`config.mk`:
```
export PLATFORM = sky130hd
export DESIGN_NAME = three_voice_sound_generator
export DESIGN_NICKNAME = d
export VERILOG_FILES = /design/src/rtl/tvsg_pkg.sv /design/src/rtl/tvsg_regs.sv /design/src/rtl/tvsg_osc.sv /design/src/rtl/tvsg_env.sv /design/src/rtl/three_voice_sound_generator.sv
export SDC_FILE = /design/constraint.sdc
export NUM_CORES = 1
export LEC_CHECK = 0
export BUFFER_PORTS_ARGS = -buffer_cell sky130_fd_sc_hd__buf_2
export CORE_MARGIN = 1
export CORE_UTILIZATION = 56
export CTS_CLUSTER_SIZE = 16
export DETAILED_ROUTE_END_ITERATION = 7
export MAX_ROUTING_LAYER = met4
export PLACE_DENSITY = 0.75
export SYNTH_ARGS = -nofsm -noshare
export SYNTH_HDL_FRONTEND = slang
export SYNTH_SLANG_ARGS = --single-unit
export TNS_END_PERCENT = 1
```
`constraint.sdc`:
```
create_clock -name clk -period 7.91 [get_ports clk]
set_input_delay 0.791 -clock clk [delete_from_list [all_inputs] [get_ports clk]]
set_output_delay 0.791 -clock clk [all_outputs]
set_load 0.005 [all_outputs]
```
`src/rtl/tvsg_pkg.sv`:
```
package tvsg_pkg;

	typedef enum logic [1:0] {
		MODE_TICK  = 2'd0,
		MODE_WRITE = 2'd1,
		MODE_READ  = 2'd2,
		MODE_IDLE  = 2'd3
	} mode_t;

	localparam logic [3:0] REG_TONE_A_FINE = 4'd0;
	localparam logic [3:0] REG_NOISE       = 4'd6;
	localparam logic [3:0] REG_MIXER       = 4'd7;
	localparam logic [3:0] REG_LEVEL_A     = 4'd8;
	localparam logic [3:0] REG_ENV_FINE    = 4'd11;
	localparam logic [3:0] REG_ENV_COARSE  = 4'd12;
	localparam logic [3:0] REG_ENV_SHAPE   = 4'd13;
	localparam logic [3:0] REG_PORT_A      = 4'd14;
	localparam logic [3:0] REG_PORT_B      = 4'd15;

	localparam int NUM_VOICES = 3;

	localparam logic [7:0] PORT_B_IDLE     = 8'hFF;
	localparam logic [7:0] NOISE_BUSY_MASK = 8'h7E;
	localparam logic [7:0] NOISE_PHASE     = 8'h80;
	localparam logic [16:0] LFSR_RESET     = 17'h0FFFF;
	localparam logic [4:0] ENV_TOP         = 5'd31;
	localparam logic [4:0] ENV_BOTTOM      = 5'd0;

	typedef enum logic [2:0] {
		ENV_FALL = 3'b001,
		ENV_HOLD = 3'b010,
		ENV_RISE = 3'b100
	} env_dir_t;

	typedef struct packed {
		logic [NUM_VOICES-1:0][11:0] tone_period;
		logic [4:0]                  noise_period;
		logic [7:0]                  mixer;
		logic [NUM_VOICES-1:0][4:0]  level;
		logic [15:0]                 env_period;
		logic [3:0]                  env_shape;
	} settings_t;

	typedef struct packed {
		logic       restart;
		logic [3:0] shape;
	} env_ctl_t;

	typedef struct packed {
		logic [NUM_VOICES-1:0] tone;
		logic                  noise;
	} gen_levels_t;

	function automatic logic [7:0] reg_mask(input logic [3:0] addr);
		logic [7:0] m;
		case (addr)
			4'd1, 4'd3, 4'd5, 4'd13: m = 8'h0F;
			4'd6, 4'd8, 4'd9, 4'd10: m = 8'h1F;
			default:                 m = 8'hFF;
		endcase
		return m;
	endfunction

	function automatic logic [15:0] amp_level(input logic [3:0] lvl);
		logic [15:0] a;
		case (lvl)
			4'd0:    a = 16'd0;
			4'd1:    a = 16'd300;
			4'd2:    a = 16'd447;
			4'd3:    a = 16'd635;
			4'd4:    a = 16'd925;
			4'd5:    a = 16'd1351;
			4'd6:    a = 16'd1851;
			4'd7:    a = 16'd2991;
			4'd8:    a = 16'd3695;
			4'd9:    a = 16'd5782;
			4'd10:   a = 16'd7705;
			4'd11:   a = 16'd9829;
			4'd12:   a = 16'd12460;
			4'd13:   a = 16'd15014;
			4'd14:   a = 16'd18528;
			default: a = 16'd21845;
		endcase
		return a;
	endfunction

endpackage

```
`src/rtl/tvsg_regs.sv`:
```
module tvsg_regs (
	input  logic                 clk,
	input  logic                 arst_n,
	input  logic                 wr_en,
	input  logic [3:0]           addr,
	input  logic [7:0]           wr_data,
	input  logic [7:0]           port_pins,
	output logic [7:0]           rd_data,
	output tvsg_pkg::settings_t  settings,
	output tvsg_pkg::env_ctl_t   env_ctl
);

	logic [15:0][7:0] regs_q;

	always_ff @(posedge clk or negedge arst_n) begin
		if (!arst_n) begin
			regs_q <= '0;
		end else if (wr_en) begin
			regs_q[addr] <= wr_data & tvsg_pkg::reg_mask(addr);
		end
	end

	always_comb begin
		case (addr)
			tvsg_pkg::REG_PORT_A: rd_data = port_pins;
			tvsg_pkg::REG_PORT_B: rd_data = regs_q[tvsg_pkg::REG_MIXER][7] ?
				regs_q[tvsg_pkg::REG_PORT_B] : tvsg_pkg::PORT_B_IDLE;
			default:              rd_data = regs_q[addr];
		endcase
	end

	always_comb begin
		for (int c = 0; c < tvsg_pkg::NUM_VOICES; c++) begin
			settings.tone_period[c] = {regs_q[2*c+1][3:0], regs_q[2*c]};
			settings.level[c]       = regs_q[tvsg_pkg::REG_LEVEL_A + 4'(c)][4:0];
		end
		settings.noise_period = regs_q[tvsg_pkg::REG_NOISE][4:0];
		settings.mixer        = regs_q[tvsg_pkg::REG_MIXER];
		settings.env_period   = {regs_q[tvsg_pkg::REG_ENV_COARSE],
			regs_q[tvsg_pkg::REG_ENV_FINE]};
		settings.env_shape    = regs_q[tvsg_pkg::REG_ENV_SHAPE][3:0];
	end

	assign env_ctl.restart = wr_en && (addr == tvsg_pkg::REG_ENV_SHAPE);
	assign env_ctl.shape   = wr_data[3:0];

endmodule

```
`src/rtl/tvsg_osc.sv`:
```
module tvsg_osc (
	input  logic                  clk,
	input  logic                  arst_n,
	input  logic                  tick,
	input  tvsg_pkg::settings_t   settings,
	output tvsg_pkg::gen_levels_t levels
);

	logic [tvsg_pkg::NUM_VOICES-1:0][11:0] tone_count_q;
	logic [tvsg_pkg::NUM_VOICES-1:0]       tone_level_q;
	logic [7:0]                            noise_count_q;
	logic [16:0]                           lfsr_q;
	logic                                  noise_level_q;
	logic [7:0]                            noise_next;

	assign noise_next = (noise_count_q ^ tvsg_pkg::NOISE_PHASE) |
		{3'b000, settings.noise_period};

	always_ff @(posedge clk or negedge arst_n) begin
		if (!arst_n) begin
			tone_count_q <= '0;
			tone_level_q <= '0;
		end else if (tick) begin
			for (int c = 0; c < tvsg_pkg::NUM_VOICES; c++) begin
				if (tone_count_q[c][11:1] == 11'd0) begin
					tone_count_q[c] <= settings.tone_period[c];
					tone_level_q[c] <= !tone_level_q[c];
				end else begin
					tone_count_q[c] <= tone_count_q[c] - 12'd1;
				end
			end
		end
	end

	// The prescaler runs two half periods; the shift register steps once per full period.
	always_ff @(posedge clk or negedge arst_n) begin
		if (!arst_n) begin
			noise_count_q <= '0;
			lfsr_q        <= tvsg_pkg::LFSR_RESET;
			noise_level_q <= 1'b0;
		end else if (tick) begin
			if ((noise_count_q & tvsg_pkg::NOISE_BUSY_MASK) == 8'd0) begin
				noise_count_q <= noise_next;
				if (!noise_next[7]) begin
					noise_level_q <= lfsr_q[15];
					lfsr_q        <= {lfsr_q[15:0], ~(lfsr_q[16] ^ lfsr_q[13])};
				end
			end else begin
				noise_count_q <= noise_count_q - 8'd1;
			end
		end
	end

	assign levels.tone  = tone_level_q;
	assign levels.noise = noise_level_q;

endmodule

```
`src/rtl/tvsg_env.sv`:
```
module tvsg_env (
	input  logic                clk,
	input  logic                arst_n,
	input  logic                tick,
	input  logic [15:0]         period,
	input  tvsg_pkg::env_ctl_t  ctl,
	input  logic [3:0]          shape,
	output logic [4:0]          step
);

	logic [15:0]         count_q;
	logic [4:0]          step_q;
	tvsg_pkg::env_dir_t  dir_q;
	logic                hold, alt, att, cont;
	logic                at_end;

	assign hold = shape[0];
	assign alt  = shape[1];
	assign att  = shape[2];
	assign cont = shape[3];

	assign at_end = ((dir_q == tvsg_pkg::ENV_RISE) && (step_q == tvsg_pkg::ENV_TOP)) ||
		((dir_q == tvsg_pkg::ENV_FALL) && (step_q == tvsg_pkg::ENV_BOTTOM));

	always_ff @(posedge clk or negedge arst_n) begin
		if (!arst_n) begin
			count_q <= '0;
			step_q  <= tvsg_pkg::ENV_TOP;
			dir_q   <= tvsg_pkg::ENV_FALL;
		end else if (ctl.restart) begin
			count_q <= period;
			step_q  <= ctl.shape[2] ? tvsg_pkg::ENV_BOTTOM : tvsg_pkg::ENV_TOP;
			dir_q   <= ctl.shape[2] ? tvsg_pkg::ENV_RISE : tvsg_pkg::ENV_FALL;
		end else if (tick) begin
			if (count_q[15:1] == 15'd0) begin
				count_q <= period;
				if (at_end) begin
					if (hold || !cont) begin
						step_q <= ((alt == att) || !cont) ? tvsg_pkg::ENV_BOTTOM :
							tvsg_pkg::ENV_TOP;
						dir_q  <= tvsg_pkg::ENV_HOLD;
					end else if (!alt) begin
						step_q <= (dir_q == tvsg_pkg::ENV_FALL) ? tvsg_pkg::ENV_TOP :
							tvsg_pkg::ENV_BOTTOM;
					end else if (dir_q == tvsg_pkg::ENV_RISE) begin
						dir_q  <= tvsg_pkg::ENV_FALL;
						step_q <= tvsg_pkg::ENV_TOP;
					end else begin
						dir_q  <= tvsg_pkg::ENV_RISE;
						step_q <= tvsg_pkg::ENV_BOTTOM;
					end
				end else begin
					case (dir_q)
						tvsg_pkg::ENV_RISE: step_q <= step_q + 5'd1;
						tvsg_pkg::ENV_FALL: step_q <= step_q - 5'd1;
						default:            step_q <= step_q;
					endcase
				end
			end else begin
				count_q <= count_q - 16'd1;
			end
		end
	end

	assign step = step_q;

	// After a restart the step sits at the end that the attack bit selects.
	a_restart_step: assert property (@(posedge clk) disable iff (!arst_n)
		ctl.restart |=> (step_q == (($past(ctl.shape[2])) ? tvsg_pkg::ENV_BOTTOM :
			tvsg_pkg::ENV_TOP)))
		else $error("envelope restart did not load the start step");

endmodule

```
`src/rtl/three_voice_sound_generator.sv`:
```
// Three-voice sound generator with a register bus. Each accepted word is a register
// write, a register read, one generator tick or an idle word, and each produces
// exactly one result word: a tick returns the summed amplitude of the three voices
// in audio_sample, a read returns the register value in read_data, and the other
// field is zero; other words return zeros. One word is accepted every clock cycle
// while req_stall is low. A two-entry output buffer lets the block keep taking one
// more word while a result waits, and req_stall rises only when both are full.
module three_voice_sound_generator (
	input  logic        clk,
	input  logic        arst_n,
	input  logic        req_valid,
	output logic        req_stall,
	input  logic [1:0]  mode,
	input  logic [3:0]  reg_addr,
	input  logic [7:0]  write_data,
	input  logic [7:0]  port_pins,
	output logic        rsp_valid,
	input  logic        rsp_stall,
	output logic [15:0] audio_sample,
	output logic [7:0]  read_data
);

	tvsg_pkg::settings_t   settings;
	tvsg_pkg::env_ctl_t    env_ctl;
	tvsg_pkg::gen_levels_t levels;
	tvsg_pkg::mode_t       op;
	logic                  accept, tick, wr_en, take_out;
	logic [7:0]            rd_data;
	logic [4:0]            env_step;
	logic [17:0]           sum;
	logic [15:0]           sample_res;
	logic [7:0]            read_res;

	logic                  rsp_valid_q, skid_valid_q;
	logic [15:0]           sample_q, skid_sample_q;
	logic [7:0]            read_q, skid_read_q;

	assign op     = tvsg_pkg::mode_t'(mode);
	assign accept = req_valid && !req_stall;
	assign tick   = accept && (op == tvsg_pkg::MODE_TICK);
	assign wr_en  = accept && (op == tvsg_pkg::MODE_WRITE);

	tvsg_regs u_regs (
		.clk       (clk),
		.arst_n    (arst_n),
		.wr_en     (wr_en),
		.addr      (reg_addr),
		.wr_data   (write_data),
		.port_pins (port_pins),
		.rd_data   (rd_data),
		.settings  (settings),
		.env_ctl   (env_ctl)
	);

	tvsg_osc u_osc (
		.clk      (clk),
		.arst_n   (arst_n),
		.tick     (tick),
		.settings (settings),
		.levels   (levels)
	);

	tvsg_env u_env (
		.clk    (clk),
		.arst_n (arst_n),
		.tick   (tick),
		.period (settings.env_period),
		.ctl    (env_ctl),
		.shape  (settings.env_shape),
		.step   (env_step)
	);

	always_comb begin
		sum = '0;
		for (int c = 0; c < tvsg_pkg::NUM_VOICES; c++) begin
			if ((levels.tone[c] || settings.mixer[c]) &&
				(levels.noise || settings.mixer[c+3])) begin
				sum = sum + {2'b00, tvsg_pkg::amp_level(settings.level[c][4] ?
					env_step[4:1] : settings.level[c][3:0])};
			end
		end
	end

	always_comb begin
		sample_res = '0;
		read_res   = '0;
		case (op)
			tvsg_pkg::MODE_TICK: sample_res = sum[15:0];
			tvsg_pkg::MODE_READ: read_res   = rd_data;
			default: begin
				sample_res = '0;
				read_res   = '0;
			end
		endcase
	end

	assign take_out  = rsp_valid_q && !rsp_stall;
	assign req_stall = skid_valid_q;

	always_ff @(posedge clk or negedge arst_n) begin
		if (!arst_n) begin
			rsp_valid_q  <= 1'b0;
			skid_valid_q <= 1'b0;
		end else if (!rsp_valid_q || take_out) begin
			if (skid_valid_q) begin
				rsp_valid_q  <= 1'b1;
				skid_valid_q <= 1'b0;
			end else begin
				rsp_valid_q <= accept;
			end
		end else if (accept) begin
			skid_valid_q <= 1'b1;
		end
	end

	always_ff @(posedge clk) begin
		if (!rsp_valid_q || take_out) begin
			if (skid_valid_q) begin
				sample_q <= skid_sample_q;
				read_q   <= skid_read_q;
			end else if (accept) begin
				sample_q <= sample_res;
				read_q   <= read_res;
			end
		end else if (accept) begin
			skid_sample_q <= sample_res;
			skid_read_q   <= read_res;
		end
	end

	assign rsp_valid    = rsp_valid_q;
	assign audio_sample = sample_q;
	assign read_data    = read_q;

	a_skid_behind_out: assert property (@(posedge clk) disable iff (!arst_n)
		skid_valid_q |-> rsp_valid_q)
		else $error("buffered word without a word in the output register");

	a_accept_fills: assert property (@(posedge clk) disable iff (!arst_n)
		(accept && !rsp_valid_q) |=> rsp_valid_q)
		else $error("accepted word did not reach the output register");

	a_one_field: assert property (@(posedge clk) disable iff (!arst_n)
		(rsp_valid_q && (read_q != 8'd0)) |-> (sample_q == 16'd0))
		else $error("result word carries both a sample and read data");

endmodule

```
==> summary.txt, run 1 <==
Pwr
  – Comb power frac: 0.258
  – Sw Share: 0.336
  – Leak Pwr: 7.54 nW
  – Cell-internal power: 2.91 mW
  – PD cells: 251 nW/um^2
  – Part of the power in registers: 0.426
  – VDD IR max: 0.000182 V
  – Clock share of power: 0.316
  – NetSw: 1.47 mW

Outcome
  – Status: finished clean

Critical path
  – CP startpoint kind: flop
  – Top delay family on crit path: compound AO/OA/AOI/OAI gates
  – Crit end category: flop
  – Data required time of the critical path: 8.21 ns
  – Max stage delay cell, worst path: dfrtp_1
  – Crit path arrival time: 6.49 ns
  – Crit path cell chain: mux2i_1 > inv_1 > ha_1 > nor2_1 > o21ai_0 > and3_1 > ha_1 > a2111oi_0 > o21ai_1 > a41oi_1 > xnor2_1 > o21ai_0 > ha_1 > a21o_1 > a31o_2 > nor2b_1 > a311o_1 > o31ai_1 > xnor2_1 > o21ai_0
  – Critical path buffers and inverters: 1
  – Max incr delay on CP: 0.78 ns
  – CP max FO: 22
  – Worst Path Class, Setup: reg -> reg

Global route
  – First-pass GRT wire length: 65200 um
  – GRT Util Overall: 0.294
  – Initial antenna violation count: 2
  – Largest net degree at the start of global routing: 137
  – Vias in the first global route: 11.8k
  – Total congestion overflow: 0

Clock tree
  – CTS Buf Count: 28
  – CTS tree: yes
  – CTS Hold Buffers Added: 0
  – Clk buf depth: 3
  – CTS H-tree depth: 1
  – Cells resized by post-CTS repair: 0
  – Clock latency on the worst-skew pair: 0.55 ns
  – Clk slew on worst S/H paths: 0.07 ns
  – # clock sinks: 266
  – Post-CTS setup buffer count: 0
  – CTS Root Cell: clkbuf_16

Logic synthesis
  – Top post-synthesis cells by count: 209 x nand2_1, 196 x dfrtp_1, 156 x o21ai_0, 119 x nor2_1, 110 x a21oi_1
  – Synth async-reset ratio: 0.820
  – #FFs+latches synth: 266
  – Primary FF master, synth: dfrtp_1
  – Synth area leader: dfrtp_1
  – Mapped Area: 16100 sq um
  – Post-synth cell types: 83
  – Mapped Nets: 1732
  – Number of synthesis warnings: 0
  – Count leader, synth: nand2_1
  – Mapped Avg Cell Area: 9.81 sq um
  – Yosys top cell area share: 0.305
  – Cell count after synthesis: 1638
  – Top post-synthesis cells by area: dfrtp_1 31%, edfxtp_1 9.0%, mux2_2 6.4%, mux4_2 5.9%, ha_1 5.1%
  – Seq/Total Area, Yosys: 0.431
  – Post-synth EDFFs: 48

Timing
  – Final Hold Fails: 0
  – Worst-Margin Slew: 1.14 ns
  – RSZ-0062 raised after global routing: false
  – Worst Skew: 0.0116 ns
  – Max-slew headroom: 0.240
  – Setup violators final: 0
  – Hold WS: 0.336 ns
  – Max Slew Vio Count: 0
  – Fmax: 0.162 GHz
  – Final period util: 0.783
  – Final Critical Period: 6.19 ns
  – Setup tns final: 0 ns

Die
  – Die ar.: 29400 sq um
  – Die H: 171 um
  – Core area: 28000 sq um
  – Initial Util: 0.574
  – Site Rows: 61
  – Io pins: 52
  – Die width: 171 um

Cells and area
  – Filler cells: 2275
  – Fin nets: 1728
  – Finished Core Util: 0.624
  – Synth-to-layout area growth: 8.86%
  – Finished Layout Cells: 2036
  – Proportion of layout cells with a drive suffix above 1: 0.179

Routing
  – Vias per inst: 6.31
  – Via count: 12.8k
  – Antenna Nets Post-Route: 0
  – DR iter-0 viols: 1212
  – Routed wire length: 41000 um
  – M1 WL: 18400 um
  – DR pass1 iterations: 8
  – # DRC: 0
  – Routed wl met3: 2830 um
  – Wire length per cell: 20.2 um
  – Max Used Layer: met4
  – Routed wire length on met2: 18800 um

Worst hold path
  – Hold Path Class: in -> async

Job
  – Max-Cap Viols: 0

Placement
  – Routability congestion estimate from global placement: 0.955
  – Detailed placement HPWL: 29000 um
  – Buffers on Ports: 51
  – Placed cell count: 1982
-- flip-flops by register name (all words and copies together), names as in the netlist, 8 cells and up --
| signal | flops |
|---|---|
| u_osc.lfsr_q | 16 |
| u_regs.settings | 84 |
| read_data | 8 |
| u_regs.regs_q | 44 |
| audio_sample | 16 |
| u_osc.noise_count_q | 8 |
| u_env.count_q | 16 |
| skid_read_q | 8 |
| skid_sample_q | 16 |
| u_osc.tone_count_q | 36 |
-- worst reg2reg max path, cell delays in order, from the launching register on --
cell and delay, ns:
dfrtp_1 0.78, mux2i_1 0.64, inv_1 0.21, ha_1 0.27, nor2_1 0.17, o21ai_0 0.15
and3_1 0.22, ha_1 0.38, a2111oi_0 0.43, o21ai_1 0.20, a41oi_1 0.43, xnor2_1 0.10
o21ai_0 0.25, ha_1 0.33, a21o_1 0.19, a31o_2 0.22, nor2b_1 0.12, a311o_1 0.34
o31ai_1 0.24, xnor2_1 0.17, o21ai_0 0.09
-- layout by cell type, fill, tap and decap left out, drive strengths merged, types with 47 or more instances in the layout --
master,instances
mux2,94
dfrtp,196
ha,65
a21oi,110
buf,63
nor2,119
edfxtp,48
o21ai,171
nor3,47
inv,48
nand2,211
-- worst paths after layout --
path | slack (ns) | endpoint | cells past startpoint | from
worst min-delay path | 0.34 | u_osc.noise_count_q[7] | 1 | arst_n
worst max-delay path | 1.72 | audio_sample[15] | 20 | u_regs.settings[24]
min in group clk | 0.48 | u_regs.regs_q[15] | 2 | u_regs.regs_q[15]
max in group asynchronous | 6.00 | u_osc.noise_level_q | 2 | arst_n
worst max register to register | 1.72 | audio_sample[15] | 20 | u_regs.settings[24]
worst min register to register | 0.48 | u_regs.regs_q[15] | 2 | u_regs.regs_q[15]
-- cell type report --
cell class	instances	area, sq um	share of cell area
Antenna cell	2	5.00	0.000286
Clock buffer	42	912	0.0522
Clock inverter	10	86.3	0.00494
Inverter	46	173	0.00987
Multi-Input combinational cell	1229	8560	0.489
Sequential cell	266	6920	0.396
Tap cell	378	473	0.0270
Timing Repair Buffer	63	355	0.0203
-- cell families (layout without fill, tap and decap cells) --
family,Yosys count,after routing,synth area share
buffers and inverters,143,161,0.0371
XOR/XNOR,27,27,0.0147
adder cells (fa/ha/maj),68,68,0.0544
AO/OA/AOI/OAI,456,456,0.174
other,0,2,0
multiplexers,156,156,0.137
AND/OR/NAND/NOR,522,522,0.152
flip-flops,266,266,0.431
-- layer usage --
metal | track usage | up-vias
met5 | - | -
met4 | 0.0769 | 0
met3 | 0.0430 | 70
met2 | 0.448 | 468
met1 | 0.414 | 6289
li1 | - | 6011
-- power by group through the flow --
stage               combinational [mW]  sequential, mW  clock (mW)
finish                            1.13            1.87        1.39
global route                      1.27            1.90        1.46
CTS                               1.12            1.86        1.41
detailed placement                1.11            1.89           0
global placement                  1.08            1.87           0
floorplan                        0.885            1.80           0
-- through the flow --
step / cell area, sq um / setup slack (ns) / total power [mW]
5_1_grt: 17500 / 1.26 / 4.62
3_5_place_dp: 16500 / 1.86 / 3.00
2_1_floorplan: 16100 / 2.65 / 2.68
3_3_place_gp: 16500 / 2.01 / 2.96
6_report: 17500 / 1.72 / 4.39
4_1_cts: 17500 / 1.83 / 4.39
(Power assumes the default switching activity.)
==> run 2: changes to the inputs <==
--- a/config.mk
+++ b/config.mk
@@ -5,6 +5,7 @@
 export SDC_FILE = /design/constraint.sdc
 export NUM_CORES = 1
 export LEC_CHECK = 0
+export ABC_AREA = 1
 export BUFFER_PORTS_ARGS = -buffer_cell sky130_fd_sc_hd__buf_2
 export CORE_MARGIN = 1
 export CORE_UTILIZATION = 56
==> constraint.sdc (replaced) <==
create_clock -name clk -period 6.5 [get_ports clk]
set_input_delay 0.65 -clock clk [delete_from_list [all_inputs] [get_ports clk]]
set_output_delay 0.65 -clock clk [all_outputs]
set_load 0.005 [all_outputs]
==> run 2 against run 1 <==
Synthesized cell count rose by 38%. Count of clock-buffer cells in the layout is 2 higher. Die area up 2.4%. Critical endpoint is now audio_sample[11]. Largest cell class unchanged. Highest routed layer unchanged.
==> summary.txt, run 2 <==
Routing
  – Antenna Nets Post-Route: 0 (unchanged)
  – Routed wire length: 46400 um (+13%)
  – Wire length per cell: 17.3 um (-14%)
  – # DRC: 0 (unchanged)
  – DR iter-0 viols: 1300 (+7.3%)
  – Vias per inst: 5.68 (-9.9%)
  – DR pass1 iterations: 5 (-3)
  – Via count: 15.3k (+19%)

Timing
  – Final Hold Fails: 0 (unchanged)
  – RSZ-0062 raised after global routing: false
  – Worst-Margin Slew: 1.20 ns (+0.0553 ns)
  – Final Critical Period: 5.47 ns (-0.724 ns)
  – Max Slew Vio Count: 0 (unchanged)
  – Setup violators final: 0 (unchanged)
  – Fmax: 0.183 GHz (+13%)
  – Final period util: 0.841 (+0.0583)
  – Max-slew headroom: 0.194 (-0.0453)
  – Worst Skew: 0.0128 ns (+0.00116 ns)
  – Hold WS: 0.0219 ns (-0.314 ns)
  – Setup tns final: 0 ns (unchanged)

Logic synthesis
  – Number of synthesis warnings: 0 (unchanged)
  – Cell count after synthesis: 2259 (+38%)
  – Mapped Avg Cell Area: 7.28 sq um (-26%)
  – Yosys top cell area share: 0.298 (-0.00715)
  – Seq/Total Area, Yosys: 0.421 (-0.0101)
  – Primary FF master, synth: dfrtp_1
  – Mapped Nets: 2353 (+36%)
  – Count leader, synth: nand2_1
  – Synth async-reset ratio: 0.820 (unchanged)
  – Synth area leader: dfrtp_1
  – #FFs+latches synth: 266 (unchanged)
  – Post-synth cell types: 50 (-40%)
  – Top post-synthesis cells by count: 663 x nand2_1, 291 x o21ai_0, 253 x inv_1, 200 x nor2_1, 196 x dfrtp_1
  – Top post-synthesis cells by area: dfrtp_1 30%, nand2_1 15%, o21ai_0 8.9%, edfxtp_1 8.8%, inv_1 5.8%
  – Mapped Area: 16400 sq um (+2.4%)
  – Post-synth EDFFs: 48 (unchanged)

Clock tree
  – CTS H-tree depth: 1 (unchanged)
  – Clk buf depth: 3 (unchanged)
  – CTS Buf Count: 29 (+3.6%)
  – # clock sinks: 266 (unchanged)
  – Clk slew on worst S/H paths: 0.06 ns (about the same)
  – Clock latency on the worst-skew pair: 0.55 ns (about the same)
  – CTS Root Cell: clkbuf_16
  – CTS tree: yes
  – Post-CTS setup buffer count: 0 (unchanged)
  – CTS Hold Buffers Added: 0 (unchanged)
  – Cells resized by post-CTS repair: 0 (unchanged)

Pwr
  – Leak Pwr: 8.85 nW (+17%)
  – NetSw: 2.47 mW (+67%)
  – VDD IR max: 0.000283 V (+56%)
  – Sw Share: 0.402 (+0.0659)
  – Comb power frac: 0.389 (+0.131)
  – PD cells: 344 nW/um^2 (+37%)
  – Part of the power in registers: 0.361 (-0.065)
  – Clock share of power: 0.250 (-0.066)
  – Cell-internal power: 3.67 mW (+26%)

Critical path
  – Max stage delay cell, worst path: o21ai_0
  – Most frequent CP cell: nand2_1
  – Top delay family on crit path: compound AO/OA/AOI/OAI gates
  – CP max FO: 8 (-64%)
  – CP startpoint kind: flop
  – Critical path buffers and inverters: 4 (+3)
  – Max incr delay on CP: 0.77 ns (about the same)
  – Crit end category: flop
  – Data required time of the critical path: 6.79 ns (-1.42 ns)
  – Worst Path Class, Setup: reg -> reg
  – Crit path arrival time: 5.76 ns (-0.73 ns)

Die
  – Initial Util: 0.572 (-0.00194)
  – Die ar.: 30100 sq um (+2.4%)
  – Io pins: 52 (unchanged)
  – Die width: 173 um (+1.2%)
  – Site Rows: 62 (+1.6%)
  – Die H: 173 um (+1.2%)
  – Core area: 28800 sq um (+2.7%)

Cells and area
  – Finished Layout Cells: 2688 (+32%)
  – Commonest non-fill, non-tap cell in the layout: nand2_1
  – Max FFs per register: 84 (unchanged)
  – Area of the multi-input gates: 8200 sq um (-4.2%)
  – Synth-to-layout area growth: 8.63%
  – Finished Core Util: 0.621 (-0.00343)
  – Most frequent cells in the layout: 663 x nand2_1, 291 x o21ai_0, 253 x inv_1
  – Filler cells: 2581 (+13%)
  – Proportion of layout cells with a drive suffix above 1: 0.0756 (-0.103)
  – Sequential cell area: 6920 sq um (unchanged)
  – Fin nets: 2372 (+37%)

Worst hold path
  – Hold Path Class: in -> async

Placement
  – Detailed placement HPWL: 33500 um (+16%)
  – Routability congestion estimate from global placement: 0.962 (+0.67%)
  – Buffers on Ports: 51 (unchanged)
  – Placed cell count: 2631 (+33%)

Global route
  – Initial antenna violation count: 3 (+1)
  – First-pass GRT wire length: 75400 um (+16%)
  – Total congestion overflow: 0 (unchanged)
  – Vias in the first global route: 14.6k (+24%)
  – GRT Util Overall: 0.321 (+0.0263)
  – Largest net degree at the start of global routing: 85 (-38%)

Job
  – Max-Cap Viols: 0 (unchanged)

Outcome
  – Status: finished clean
run 2: routing by layer:
| layer | GRT usage | routed length, um |
|---|---|---|
| met5 | - | 0 |
| met4 | 0.125 | 1870 |
| met3 | 0.0386 | 2700 |
| met2 | 0.513 | 21700 |
| met1 | 0.417 | 20100 |
run 2: layout make-up:
| type | instances | share of cell area |
|---|---|---|
| Antenna cell | 3 | 0.000420 |
| Clock inverter | 10 | 0.00315 |
| Inverter | 272 | 0.0572 |
| Clock buffer | 44 | 0.0455 |
| Sequential cell | 266 | 0.388 |
| Multi-Input combinational cell | 1645 | 0.459 |
| Tap cell | 384 | 0.0269 |
| Timing Repair Buffer | 64 | 0.0203 |
run 2: worst paths after layout:
path	startpoint	endpoint	slack, ns	depth (start not counted)
worst max-delay path	u_regs.settings[29]	audio_sample[11]	1.03	27
worst min-delay path	arst_n	u_osc.tone_count_q[4]	0.02	1
worst min register to register	u_osc.lfsr_q[3]	u_osc.lfsr_q[4]	0.46	2
max in group asynchronous	arst_n	u_regs.settings[81]	5.04	2
min in group clk	req_valid	req_stall	0.41	3
worst max register to register	u_regs.settings[29]	audio_sample[11]	1.03	27
run 2: worst reg2reg max path: stages (launching register included):
cell and delay [ns]:
dfrtp_1 0.45, o21ai_0 0.77, inv_1 0.27, ha_1 0.28, or2_2 0.30, nand3_1 0.09, o221ai_1 0.19, fa_1 0.46
nand2_1 0.09, nand2_1 0.08, and2_1 0.18, xnor2_1 0.14, inv_1 0.05, o21ai_0 0.33, inv_1 0.08, ha_1 0.37
nand2_1 0.10, nand2_1 0.07, nand2_1 0.09, nand2_1 0.06, nand2_1 0.05, nand3_1 0.11, nand2_1 0.08, nand2_1 0.04
o21ai_0 0.25, inv_1 0.07, nand3_1 0.08, nand2_1 0.07
run 2: cell families after synthesis:
kind of cell,after synthesis,synth area share
and+or+nand+nor,1064,0.268
buffers and inverters,348,0.0812
adders and majority gates,68,0.0531
muxes,1,0.000609
AOI/OAI and AO/OA,481,0.159
xor gates and xnor gates,31,0.0165
DFF,266,0.421
run 2: power by group through the flow:
stage | registers [mW] | clock network [mW] | logic, mW
2_1_floorplan | 2.17 | 0 | 1.78
4_1_cts | 2.21 | 1.55 | 2.37
3_5_place_dp | 2.23 | 0 | 2.35
6_report | 2.21 | 1.53 | 2.39
3_3_place_gp | 2.22 | 0 | 2.32
5_1_grt | 2.25 | 1.62 | 2.72
run 2: metrics by stage:
step	cell area (sq um)	worst slack, ns	power (mW)
global placement	17000	1.39	4.55
floorplan	16400	2.03	3.94
global route	17900	0.527	6.59
CTS	17900	1.06	6.13
detailed placement	17000	1.10	4.58
finish	17900	1.03	6.14
==> run 3: changes to the inputs <==
==> constraint.sdc (replaced) <==
create_clock -name clk -period 5.4 [get_ports clk]
set_input_delay 0.54 -clock clk [delete_from_list [all_inputs] [get_ports clk]]
set_output_delay 0.54 -clock clk [all_outputs]
set_load 0.005 [all_outputs]
==> run 3 against run 2 <==
Non-clock buffer count grew 12. Highest routed layer unchanged. Clock power grew 33%. Global-route usage grew 0.15 points. Sequential power grew 20%. Via count shrank 0.24%. Wire length grew 0.24%.
==> summary.txt, run 3 (synthesized netlist as in run 2, its figures left out) <==
Die
  – Die H: 173 um (unchanged)
  – Die ar.: 30100 sq um (unchanged)
  – Core area: 28800 sq um (unchanged)
  – Io pins: 52 (unchanged)
  – Initial Util: 0.572 (unchanged)
  – Die width: 173 um (unchanged)
  – Site Rows: 62 (unchanged)

Critical path
  – Data required time of the critical path: 5.72 ns (-1.07 ns)
  – Crit path arrival time: 5.22 ns (-0.54 ns)
  – CP startpoint kind: flop
  – Worst Path Class, Setup: reg -> reg
  – R2R Setup Slk: 0.50 ns (-0.53 ns)
  – CP max FO: 15 (+7)
  – Worst R2R Path Depth: 26 (-3.7%)
  – Crit end category: flop
  – FF-to-FF End: audio_sample[11]
  – Reg-to-reg startpoint: u_regs.settings[24]

Clock tree
  – CTS Hold Buffers Added: 0 (unchanged)
  – CTS Buf Count: 28 (-3.4%)
  – Clk slew on worst S/H paths: 0.07 ns (about the same)
  – Clk buf depth: 3 (unchanged)
  – CTS H-tree depth: 1 (unchanged)
  – CTS tree: yes
  – Clock latency on the worst-skew pair: 0.56 ns (about the same)
  – # clock sinks: 266 (unchanged)
  – CTS Root Cell: clkbuf_16

Timing
  – Final Hold Fails: 0 (unchanged)
  – Final WS setup: 0.504 ns (-0.529 ns)
  – Setup violators final: 0 (unchanged)
  – Fmax: 0.204 GHz (+12%)
  – Max Slew Vio Count: 0 (unchanged)
  – Worst Skew: 0.0170 ns (+0.00423 ns)
  – RSZ-0062 raised after global routing: false
  – Worst-Margin Slew: 1.05 ns (-0.147 ns)
  – Final period util: 0.907 (+0.0657)
  – Setup tns final: 0 ns (unchanged)
  – Final Critical Period: 4.90 ns (-0.571 ns)
  – Max-slew headroom: 0.301 (+0.107)

Pwr
  – Leak Pwr: 8.98 nW (+1.4%)
  – Cell-internal power: 4.62 mW (+26%)
  – Sw Share: 0.392 (-0.00950)
  – VDD IR max: 0.000256 V (-9.8%)
  – Comb power frac: 0.381 (-0.008)
  – PD cells: 420 nW/um^2 (+22%)
  – Clock share of power: 0.268 (+0.018)
  – Part of the power in registers: 0.351 (-0.010)
  – NetSw: 2.98 mW (+21%)

Global route
  – Largest net degree at the start of global routing: 134 (+58%)
  – Total congestion overflow: 0 (unchanged)
  – GRT Util Overall: 0.322 (+0.00150)
  – Initial antenna violation count: 3 (unchanged)
  – First-pass GRT wire length: 75600 um (+0.28%)
  – Vias in the first global route: 14.6k (+0.014%)

Cells and area
  – Fin nets: 2383 (+0.46%)
  – Synth-to-layout area growth: 9.84%
  – Most frequent cells in the layout: 663 x nand2_1, 289 x o21ai_0, 253 x inv_1
  – Filler cells: 2489 (-3.6%)
  – Commonest non-fill, non-tap cell in the layout: nand2_1
  – Max FFs per register: 84 (unchanged)
  – Proportion of layout cells with a drive suffix above 1: 0.0844 (+0.00880)

Placement
  – Detailed placement HPWL: 33800 um (+0.79%)
  – Buffers on Ports: 51 (unchanged)
  – Setup slack at placement: 0.291 ns (-0.809 ns)
  – Routability congestion estimate from global placement: 0.958 (-0.38%)

Routing
  – Vias per inst: 5.65 (-0.58%)
  – Wire length per cell: 17.3 um (about the same)
  – Antenna Nets Post-Route: 0 (unchanged)
  – Routed wire length: 46500 um (+0.24%)
  – DR pass1 iterations: 5 (unchanged)
  – Via count: 15.2k (-0.24%)
  – DR iter-0 viols: 1358 (+4.5%)
  – # DRC: 0 (unchanged)

Outcome
  – Status: finished clean

Worst hold path
  – Hold Path Class: in -> async

Job
  – Max-Cap Viols: 0 (unchanged)
==> run 3: cell count changes in the layout (fill, tap and decap cells not counted), sizes merged <==
cell | before | now
clkinvlp | 1 | 0
clkbuf | 44 | 39
buf | 64 | 76
bufinv | 0 | 3
==> run 3: area by class of cell <==
cell class | instances | area, sq um | area share
Sequential cell | 266 | 6920 | 0.383
Inverter | 272 | 1020 | 0.0566
Clock inverter | 12 | 139 | 0.00769
Antenna cell | 3 | 7.51 | 0.000415
Multi-Input combinational cell | 1645 | 8210 | 0.454
Tap cell | 384 | 480 | 0.0266
Clock buffer | 39 | 837 | 0.0463
Timing Repair Buffer | 76 | 453 | 0.0251
==> run 3: how the worst max path moves through the flow <==
stage / to / cells after the start / slack (ns) / from
6_report: audio_sample[11] / 26 / 0.50 / u_regs.settings[24]
5_1_grt: audio_sample[14] / 28 / 0.003 / u_regs.settings[24]
4_1_cts: audio_sample[11] / 27 / 0.28 / u_regs.settings[29]
3_5_place_dp: audio_sample[11] / 27 / 0.29 / u_regs.settings[29]
3_3_place_gp: audio_sample[11] / 27 / 0.33 / u_regs.settings[29]
2_1_floorplan: audio_sample[11] / 27 / 0.93 / u_regs.settings[29]
==> run 3: metal layers <==
layer | wire [um] | track usage | part of all wire | vias up
li1 | - | - | - | 7468
met1 | 20000 | 0.413 | 0.43 | 7115
met3 | 2910 | 0.0379 | 0.063 | 122
met4 | 1830 | 0.133 | 0.039 | 0
met5 | 0 | - | 0 | -
met2 | 21800 | 0.519 | 0.47 | 534
==> run 3: stage by stage <==
step | instance area, sq um | util | hold slack (ns) | cells | power (mW)
after floorplan | 16400 | - | 0.244 | 2259 | 4.74
after CTS | 18100 | 0.627 | 0.157 | 2694 | 7.58
after detailed placement | 17100 | 0.594 | 0.451 | 2643 | 5.53
after global placement | 17100 | 0.594 | 0.451 | 2643 | 5.46
final | 18100 | 0.628 | 0.0345 | 2697 | 7.59
after global routing | 18100 | 0.628 | 0.165 | 2697 | 8.11
==> run 3: critical path, cell delays in order (launching register included) <==
cell     delay (ns)
dfrtp_1        0.51
o21ai_0        0.60
inv_1          0.28
o21ai_0        0.23
nor2_1         0.09
ha_1           0.23
fa_1           0.39
nand2_1        0.10
nand2_1        0.07
and2_1         0.18
xnor2_1        0.18
inv_1          0.06
o21ai_0        0.28
inv_1          0.08
ha_1           0.35
nand2_1        0.09
nand2_1        0.07
nand2_1        0.08
nand2_1        0.06
nand2_1        0.05
nand3_1        0.13
nand2_1        0.09
nand2_1        0.04
o21ai_0        0.22
inv_1          0.06
nand3_1        0.08
nand2_1        0.06
==> run 3: power by group through the flow <==
stage / clock, mW / sequential, mW / combinational, mW
finish: 2.03 / 2.66 / 2.90
global route: 2.13 / 2.70 / 3.28
CTS: 2.06 / 2.65 / 2.87
detailed placement: 0 / 2.68 / 2.84
global placement: 0 / 2.67 / 2.79
floorplan: 0 / 2.61 / 2.14
==> run 3: what timing repair did <==
action,CTS,global route
endpoints found under the setup margin,0,21
setup buffers,0,0
gates resized for setup,0,3
